$ cat src/vlr_ram.sv
// Generic single-write, single-read memory with registered read data.
module vlr_ram #(
    parameter int WIDTH = 32,
    parameter int DEPTH = 64
) (
    input  logic                     clk,
    input  logic                     we,
    input  logic [$clog2(DEPTH)-1:0] waddr,
    input  logic [WIDTH-1:0]         wdata,
    input  logic [$clog2(DEPTH)-1:0] raddr,
    output logic [WIDTH-1:0]         rdata
);

    logic [WIDTH-1:0] mem_reg [DEPTH];

    always_ff @(posedge clk)
    begin
        if (we)
        begin
            mem_reg[waddr] <= wdata;
        end
        rdata <= mem_reg[raddr];
    end

endmodule

$ cat config.mk
export PLATFORM = sky130hd
export DESIGN_NAME = vlr_ram
export DESIGN_NICKNAME = d
export VERILOG_FILES = /design/src/vlr_ram.sv
export SDC_FILE = /design/constraint.sdc
export NUM_CORES = 2
export LEC_CHECK = 0
export BUFFER_PORTS_ARGS = -buffer_cell sky130_fd_sc_hd__buf_2
export CORE_MARGIN = 5
export CORE_UTILIZATION = 50
export CTS_CLUSTER_SIZE = 14
export DETAILED_ROUTE_END_ITERATION = 16
export MAX_ROUTING_LAYER = met4
export PLACE_DENSITY = 0.62
export SLEW_MARGIN = 20
export SYNTH_ARGS = -nofsm -noshare
export SYNTH_HDL_FRONTEND = slang
export SYNTH_SLANG_ARGS = --single-unit
$ cat constraint.sdc
create_clock -name clk -period 5.5 [get_ports clk]
set_input_delay 1.65 -clock clk [delete_from_list [all_inputs] [get_ports clk]]
set_output_delay 1.65 -clock clk [all_outputs]
set_load 0.1 [all_outputs]
==> qor.yml <==
status:
  status: "finished, final reports clean"
sta:
  finalSetupViolations: 0
  fin_worst_skew_ps: 25.2
  fin_crit_sh_pct: 77.8
  max_freq_mhz: 234
  final.setup.worst_slack_ps: 1220
  slew_viol_final: 0
  rsz0062_at_grt: "no"
  slew_headroom_pct: 34.1
  finalSetupTns_ps: 0
  max_slew.worst_pin.slew_ps: 986
  period_minus_slack_ps: 4280
  hold_viol: 0
worst_setup_path:
  arrival_ps: 4940
  critPathRequiredTime_ps: 6160
  start_kind: "input pin"
  reg2reg_slack_ps: 3120
  r2r_cells: 4
  cp_cell_sequence: "buf_8 -> buf_12 -> buf_12 -> buf_4 -> mux4_2 -> o221ai_1 -> a21oi_1 -> a21oi_1 -> nor2_1"
  crit_fanout: 42
  critPathMaxStageDelay_ps: 710
  crit_slowest_cell: "a21oi_1"
  endpoint_kind: "flip-flop"
  worstSetupPathType: "in -> reg"
clocking:
  cts_root_buf: "clkbuf_16"
  htreeDepth: 4
  cts_hold_buf: 0
  cts.sinks: 2080
  post_cts.resized_instances: 0
  worst_skew_pair.late_latency_ps: 820
  cts_tree: "yes"
  post-cts-setup-buffer-count: 0
  clockBufferDepth: 3
  clk_pin_slew_ps: 60
  cts_made_buffers: 199
yosys:
  ys_seq_elements: 2080
  mappedNetlistArea_mm2: 0.0785
  ys_types: 34
  synth_area_leaders: "edfxtp_1, mux4_2, mux2i_1"
  avgSynthCellArea_um2: 23.6
  synth_nets: 3370
  yosysTopAreaCellShare_pct: 78.3
  synthCells: 3324
  yosysTopAreaCell: "edfxtp_1"
  ys_seq_area_share_pct: 79.1
  yosys_warnings: 0
final_layout:
  num-nets-final: 3689
  syn2layout_area_growth_pct: 13.8
  postLayoutCoreUtil_pct: 57.2
  stdcell_area_mm2: 0.0893
  drive_above_1_share_pct: 31.0
  final.fill_count: 11200
  largest_reg_flops: 2048
power_and_ir_drop:
  p_per_area_mw_per_mm2: 365
  vdd_drop_max_mv: 0.304
  leakage_nw: 27.9
min_path:
  min_path_type: "reg -> reg"
  holdPathStages: 4
drt:
  drtPass1Iterations: 6
  num_vias: 37400
  totalWireLength_um: 203000
  postRouteAntennaNets: 0
  vias_per_cell: 6.35
  first_iter_violations: 4673
  drc: 0
  wl_per_cell_um: 34.5
placed_design:
  place_area_mm2: 0.0831
  dp.final_hpwl_um: 116000
  place_congestion: 0.839
  dp_slack_ps: 451
  portBuffers: 77
floorplan:
  rows: 145
  dieArea_mm2: 0.165
  fp.dieW_um: 406
  ios: 78
  start_util_pct: 50.3
  core_mm2: 0.156
  die_h_um: 406
global_route:
  antenna_found_initial: 24
  grt_max_degree: 66
  grt_pass1_vias: 38000
  grt_use_total_pct: 25.7
  grt_overflow: 0
  grt_pass1_wl_um: 287000
job:
  cap_violations: 0
[critical path, delay by kind of cell]
kind / cells / cell delay (ps)
AO/OA/AOI/OAI: 3 / 1110
buffers and inverters: 4 / 1350
multiplexers: 1 / 570
AND/OR/NAND/NOR: 1 / 130
[kinds of logic after synthesis]
group	synth area share [%]
AOI/OAI and AO/OA	1.67
DFF	79.1
and+or+nand+nor	1.27
muxes	16.8
buffers and inverters	1.13
[cells in the mapped netlist (all sizes together)]
library cell,instances
a21oi,62
a22oi,12
a311oi,8
a31oi,1
a41o,4
and2,2
and3,4
buf,108
clkbuf,74
dfxtp,32
edfxtp,2048
mux2i,93
mux4,544
nand2,26
nand2b,8
nand3,5
nand3b,5
nand4,2
nand4b,1
nor2,137
nor2b,15
nor3,7
o221ai,27
o22ai,84
o32ai,4
or2,3
or3,3
or3b,5
[metrics by stage]
step,hold slack (ps),std cells,power (mW)
floorplan,663,3324,19.0
global placement,732,5500,19.9
detailed placement,735,5500,19.9
CTS,749,5866,32.8
global route,784,5877,33.6
finish,741,5885,32.6
[final cells by class]
type | instances | area, um^2 | share of cell area, %
diodes | 19 | 47.5 | 0.0532
clock buffers | 278 | 5490 | 6.15
clock inverters | 88 | 692 | 0.775
multi-input cells | 1062 | 16000 | 17.9
flip-flops and latches | 2080 | 62100 | 69.6
well taps | 2058 | 2570 | 2.88
repair buffers | 300 | 2420 | 2.71
[path summary, 6_finish.rpt]
| path | startpoint | to |
|---|---|---|
| worst max-delay path | raddr[0] | rdata[7] |
| worst min-delay path | mem_reg[13][8] | rdata[8] |
| worst max register to register | mem_reg[11][19] | rdata[19] |
| worst min register to register | mem_reg[13][8] | rdata[8] |
[per-layer routing]
metal	wire, um	track usage, %
met5	0	-
met4	5150	6.34
met3	18700	5.09
met2	99900	40.7
met1	79300	35.2
[power breakdown]
part           switching [mW]  internal, mW
combinational            1.32         0.632
sequential             0.0764          17.6
clock                    5.65          7.37
total                    7.05          25.6
[layout by cell type, fill, tap and decap left out, drive strengths merged, types with 9 or more instances in the layout]
master  count
edfxtp   2048
buf       300
o22ai      84
diode      19
clkinv     72
dfxtp      32
nand2      26
mux4      544
o221ai     27
nor2      137
a22oi      12
mux2i      93
clkbuf    278
bufinv      9
nor2b      15
a21oi      62
(Power assumes the default switching activity.)
