--- config.mk ---
export PLATFORM = sky130hd
export DESIGN_NAME = vlr_arith
export DESIGN_NICKNAME = d
export VERILOG_FILES = /design/src/vlr_pkg.sv /design/src/vlr_arith.sv
export SDC_FILE = /design/constraint.sdc
export NUM_CORES = 1
export LEC_CHECK = 0
export BUFFER_PORTS_ARGS = -buffer_cell sky130_fd_sc_hd__buf_2
export CAP_MARGIN = 30
export CORE_ASPECT_RATIO = 1.5
export CORE_UTILIZATION = 60
export DETAILED_ROUTE_END_ITERATION = 8
export HOLD_SLACK_MARGIN = 0.02
export PLACE_DENSITY = 0.89
export RECOVER_POWER = 100
export SLEW_MARGIN = 5
export SYNTH_ARGS = -nofsm -noshare
export SYNTH_HDL_FRONTEND = slang
export SYNTH_SLANG_ARGS = --single-unit
--- constraint.sdc ---
create_clock -name clk -period 5.7 [get_ports clk]
set_input_delay 0.285 -clock clk [delete_from_list [all_inputs] [get_ports clk]]
set_output_delay 0.285 -clock clk [all_outputs]
set_load 0.01 [all_outputs]
--- src/vlr_pkg.sv ---
// Shared types, constants and saturation helpers for the van Leer ring face value block.
package vlr_pkg;

    localparam int MUL_STEPS = 33;
    localparam int DIV_STEPS = 65;
    localparam int STEP_W    = 7;

    localparam logic [1:0] REG_CELL_WIDTH     = 2'd0;
    localparam logic [1:0] REG_INV_CELL_WIDTH = 2'd1;
    localparam logic [1:0] REG_TIME_STEP      = 2'd2;

    typedef enum logic {
        OP_MUL,
        OP_DIV
    } op_t;

    typedef struct packed {
        logic start;
        op_t  op;
    } arith_req_t;

    function automatic logic signed [31:0] sat_mag(input logic [49:0] m, input logic neg);
        logic [49:0] lim;
        lim = neg ? 50'h0_8000_0000 : 50'h0_7FFF_FFFF;
        if (m > lim)
        begin
            return neg ? 32'sh8000_0000 : 32'sh7FFF_FFFF;
        end
        return neg ? -m[31:0] : m[31:0];
    endfunction

    function automatic logic signed [31:0] sat_sum(input logic signed [50:0] v);
        if (v > 51'sd2147483647)
        begin
            return 32'sh7FFF_FFFF;
        end
        if (v < -51'sd2147483648)
        begin
            return 32'sh8000_0000;
        end
        return v[31:0];
    endfunction

endpackage

--- src/vlr_arith.sv ---
// Shared iterative unit: shift-add multiplier and restoring divider, one bit per cycle.
module vlr_arith (
    input  logic                clk,
    input  logic                rst_n,
    input  vlr_pkg::arith_req_t req,
    input  logic [64:0]         opa,
    input  logic [33:0]         opb,
    output logic                done,
    output logic [65:0]         result
);

    logic                       run_reg;
    logic                       done_reg;
    vlr_pkg::op_t               op_reg;
    logic [vlr_pkg::STEP_W-1:0] cnt_reg;
    logic [65:0]                acc_reg;
    logic [65:0]                sh_reg;
    logic [33:0]                b_reg;
    logic [34:0]                rem_reg;

    logic [65:0] acc_next;
    logic [34:0] rem_shift;
    logic [34:0] rem_diff;
    logic        rem_ge;

    always_comb
    begin
        acc_next  = acc_reg + sh_reg;
        rem_shift = {rem_reg[33:0], sh_reg[64]};
        rem_ge    = rem_shift >= {1'b0, b_reg};
        rem_diff  = rem_shift - {1'b0, b_reg};
    end

    always_ff @(posedge clk or negedge rst_n)
    begin
        if (!rst_n)
        begin
            run_reg  <= 1'b0;
            done_reg <= 1'b0;
            op_reg   <= vlr_pkg::OP_MUL;
            cnt_reg  <= '0;
            acc_reg  <= '0;
            sh_reg   <= '0;
            b_reg    <= '0;
            rem_reg  <= '0;
        end
        else
        begin
            done_reg <= 1'b0;
            if (req.start)
            begin
                op_reg  <= req.op;
                run_reg <= 1'b1;
                b_reg   <= opb;
                if (req.op == vlr_pkg::OP_MUL)
                begin
                    acc_reg <= '0;
                    sh_reg  <= {33'b0, opa[32:0]};
                    cnt_reg <= vlr_pkg::STEP_W'(vlr_pkg::MUL_STEPS);
                end
                else
                begin
                    rem_reg <= '0;
                    sh_reg  <= {1'b0, opa};
                    cnt_reg <= vlr_pkg::STEP_W'(vlr_pkg::DIV_STEPS);
                end
            end
            else if (run_reg)
            begin
                cnt_reg <= cnt_reg - 1'b1;
                if (cnt_reg == vlr_pkg::STEP_W'(1))
                begin
                    run_reg  <= 1'b0;
                    done_reg <= 1'b1;
                end
                case (op_reg)
                    vlr_pkg::OP_MUL:
                    begin
                        if (b_reg[0])
                        begin
                            acc_reg <= acc_next;
                        end
                        sh_reg <= {sh_reg[64:0], 1'b0};
                        b_reg  <= {1'b0, b_reg[33:1]};
                    end
                    vlr_pkg::OP_DIV:
                    begin
                        rem_reg <= rem_ge ? rem_diff : rem_shift;
                        sh_reg  <= {1'b0, sh_reg[63:0], rem_ge};
                    end
                    default:
                    begin
                        b_reg <= b_reg;
                    end
                endcase
            end
        end
    end

    assign done   = done_reg;
    assign result = (op_reg == vlr_pkg::OP_DIV) ? {1'b0, sh_reg[64:0]} : acc_reg;

endmodule

==> impl_metrics.env <==
export IMPL_status="finished with violations"
export IMPL_violations="max-capacitance violations, max-slew violations"
export IMPL_synth_flop_cell="dfrtp_1"
export IMPL_critPathKind="flip-flop to flip-flop"
export IMPL_cts_hold_buffers=66
export IMPL_drt_initial_drc_count=843
export IMPL_routed_wl_met3_microns=2160
export IMPL_grt_pass1_wl_microns=70400
export IMPL_drt_met1_wl_microns=16300
export IMPL_met2WireLength_microns=23100
export IMPL_tightest_slew_ns=2.64
export IMPL_placedCellCount=2202
export IMPL_final_cells=2313
export IMPL_cts_tree="built"
export IMPL_p_leak_nw=8.76
export IMPL_cp_data_arrival_time_ns=4.75
export IMPL_skew_ns=0.0292
export IMPL_ios=170
export IMPL_worstPathRequired_ns=6.13
export IMPL_maxCapViolations=6
export IMPL_startpoint_type="flip-flop"
export IMPL_hp_class="input port to flip-flop"
export IMPL_swShare=0.437
export IMPL_tns_ns=0
export IMPL_p_sw_mw=3.46
export IMPL_power_frac_seq=0.285
export IMPL_ys_ff_latch=210
export IMPL_die_w_microns=133
export IMPL_initial_core_util=0.614
export IMPL_vias_per_cell=6.22
export IMPL_relSlewSlack=-0.762
export IMPL_async_reset_ff_frac=1.00
export IMPL_yosys_warnings=0
export IMPL_ys_seq_area_frac=0.340
export IMPL_antenna_left=0
export IMPL_clk_path_buf_depth=3
export IMPL_core_area_sq_um=25100
export IMPL_rows=71
export IMPL_grt_pass1_vias=14702
export IMPL_netlist_area_sq_um=15400
export IMPL_cts_resized=0
export IMPL_endpoint_kind="flip-flop"
export IMPL_antenna_found_initial=0
export IMPL_p_int_mw=4.46
export IMPL_place_detailed_hpwl_microns=29100
export IMPL_synth_edf_count=0
export IMPL_pwr_share_clk=0.191
export IMPL_grt_overflow=0
export IMPL_postSynthNetCount=1999
export IMPL_grt_max_degree=111
export IMPL_wire_per_inst_microns=18.9
export IMPL_cts_htree_levels=1
export IMPL_dpl_cell_area_sq_um=16400
export IMPL_hp_start="opb[4]"
export IMPL_path_clk_slew_ns=0.06
export IMPL_rr_worst_depth=6
export IMPL_firstDrtPassIters=6
export IMPL_setup_viol=0
export IMPL_p_comb_frac=0.524
export IMPL_nets=2174
export IMPL_synth_cells=1793
export IMPL_ir_worst_vdd_uv=369
export IMPL_route_detailed_drc=0
export IMPL_period_share=0.758
export IMPL_clk_latency_ns=0.56
export IMPL_syn_to_final_growth_pct=15.4
export IMPL_ctsRootBufferMaster="clkbuf_16"
export IMPL_rsz0062_at_grt="no"
export IMPL_yosys_cell_types_count=78
export IMPL_post_cts_buffers=0
export IMPL_port_buffers=169
export IMPL_wl_microns=43600
export IMPL_hold_viol_final=0
export IMPL_worstSetupStartpoint="run_reg"
export IMPL_drive_above_1_share=0.120
export IMPL_track_usage=0.328
export IMPL_drv_slew=271
export IMPL_crit_fanout=28
export IMPL_timing_rr_start="run_reg"
export IMPL_die_h_microns=199
export IMPL_syn_avg_cell_area_sq_um=8.61
export IMPL_max_freq_ghz=0.232
export IMPL_fin_area_sq_um=17800
export IMPL_whs_path_depth=3
export IMPL_gp_congestion=0.969
export IMPL_cts_buffers=23
export IMPL_power_density_nw_per_um2=445
export IMPL_top_layer="met4"
export IMPL_diodes=0
export IMPL_cts_sinks=210
export IMPL_period_minus_slack_ns=4.32
export IMPL_die_area_sq_um=26400
export IMPL_vias=14391
[metrics by stage]
stage          worst slack, ns  total power [mW]  hold slack (ns)   util
6_report                  1.38              7.93           0.0419  0.709
5_1_grt                   1.26              8.43           0.0431  0.709
4_1_cts                   1.65              7.82           0.0286  0.710
3_5_place_dp              1.68              6.24            0.422  0.654
3_3_place_gp              1.77              6.12            0.414  0.653
2_1_floorplan             2.81              5.26          -0.0106      -
[metal layers]
metal | up-vias | global-route usage
met1 | 6904 | 0.360
met2 | 553 | 0.612
li1 | 6767 | -
met3 | 167 | 0.0362
met4 | 0 | 0.186
met5 | - | 0
[synthesized netlist by cell type, types with 15 or more instances]
cell,n,area [sq um]
xnor2_1,41,359
mux2_2,66,743
mux2i_1,112,1120
nand2_1,272,1020
a21o_1,55,413
clkbuf_1,73,274
nand3_1,23,115
o21bai_1,18,135
nor3_1,16,80.1
xor2_1,52,455
ha_1,101,1260
nand4_1,25,156
nor2_1,76,285
nand2b_1,15,93.8
inv_1,59,221
o31ai_1,18,135
dfrtp_1,210,5260
a21oi_1,122,611
o21ai_0,247,1240
[path summary, 6_finish.rpt]
path | to | slack [ns]
worst max-delay path | acc_reg[35] | 1.38
worst min-delay path | b_reg[4] | 0.04
worst max register to register | acc_reg[35] | 1.38
worst min register to register | b_reg[20] | 0.51
max in group asynchronous | acc_reg[48] | 3.04
min in group asynchronous | b_reg[23] | 1.06
[layout make-up]
class | count | area, sq um
clock buffer | 35 | 671
clock inverter | 7 | 67.6
fill | 1898 | 7320
inverter | 60 | 225
multi-input combinational | 1425 | 9570
sequential | 210 | 5260
tap | 328 | 410
timing repair buffer | 248 | 1620
[critical path: stages (launching register included)]
cell     delay, ns
dfrtp_1       1.34
nor2b_1       0.46
and3_1        0.86
nor2_1        0.67
buf_16        0.37
buf_4         0.23
a22o_1        0.26
[cell usage in the layout (no fill, tap or decap), types with 41 or more instances in the layout]
cell,Yosys,layout
clkbuf_1,73,58
inv_1,59,59
nor2_1,76,76
dfrtp_1,210,209
mux2i_1,112,112
mux2_2,66,49
xor2_1,52,52
nand2_1,272,272
buf_2,8,119
xnor2_1,41,41
dlygate4sd3_1,0,66
ha_1,101,101
a21oi_1,122,121
a21o_1,55,55
o21ai_0,247,248
[power groups by stage]
stage / Combinational, mW / Sequential [mW] / Clock (mW)
floorplan: 3.11 / 2.14 / 0
global placement: 3.89 / 2.24 / 0
detailed placement: 3.97 / 2.27 / 0
CTS: 4.05 / 2.25 / 1.53
global route: 4.56 / 2.31 / 1.57
finish: 4.16 / 2.26 / 1.51
[cell families (layout without fill, tap and decap cells)]
logic type | count (synthesis) | after routing | synth area share
multiplexers | 178 | 178 | 0.121
buffers and inverters | 158 | 350 | 0.0412
adder cells (fa/ha/maj) | 103 | 103 | 0.0844
AO/OA/AOI/OAI | 564 | 564 | 0.221
AND/OR/NAND/NOR | 487 | 487 | 0.140
XOR/XNOR | 93 | 93 | 0.0527
flip-flops | 210 | 210 | 0.340
Note: power is estimated with default switching activity, not from simulation.
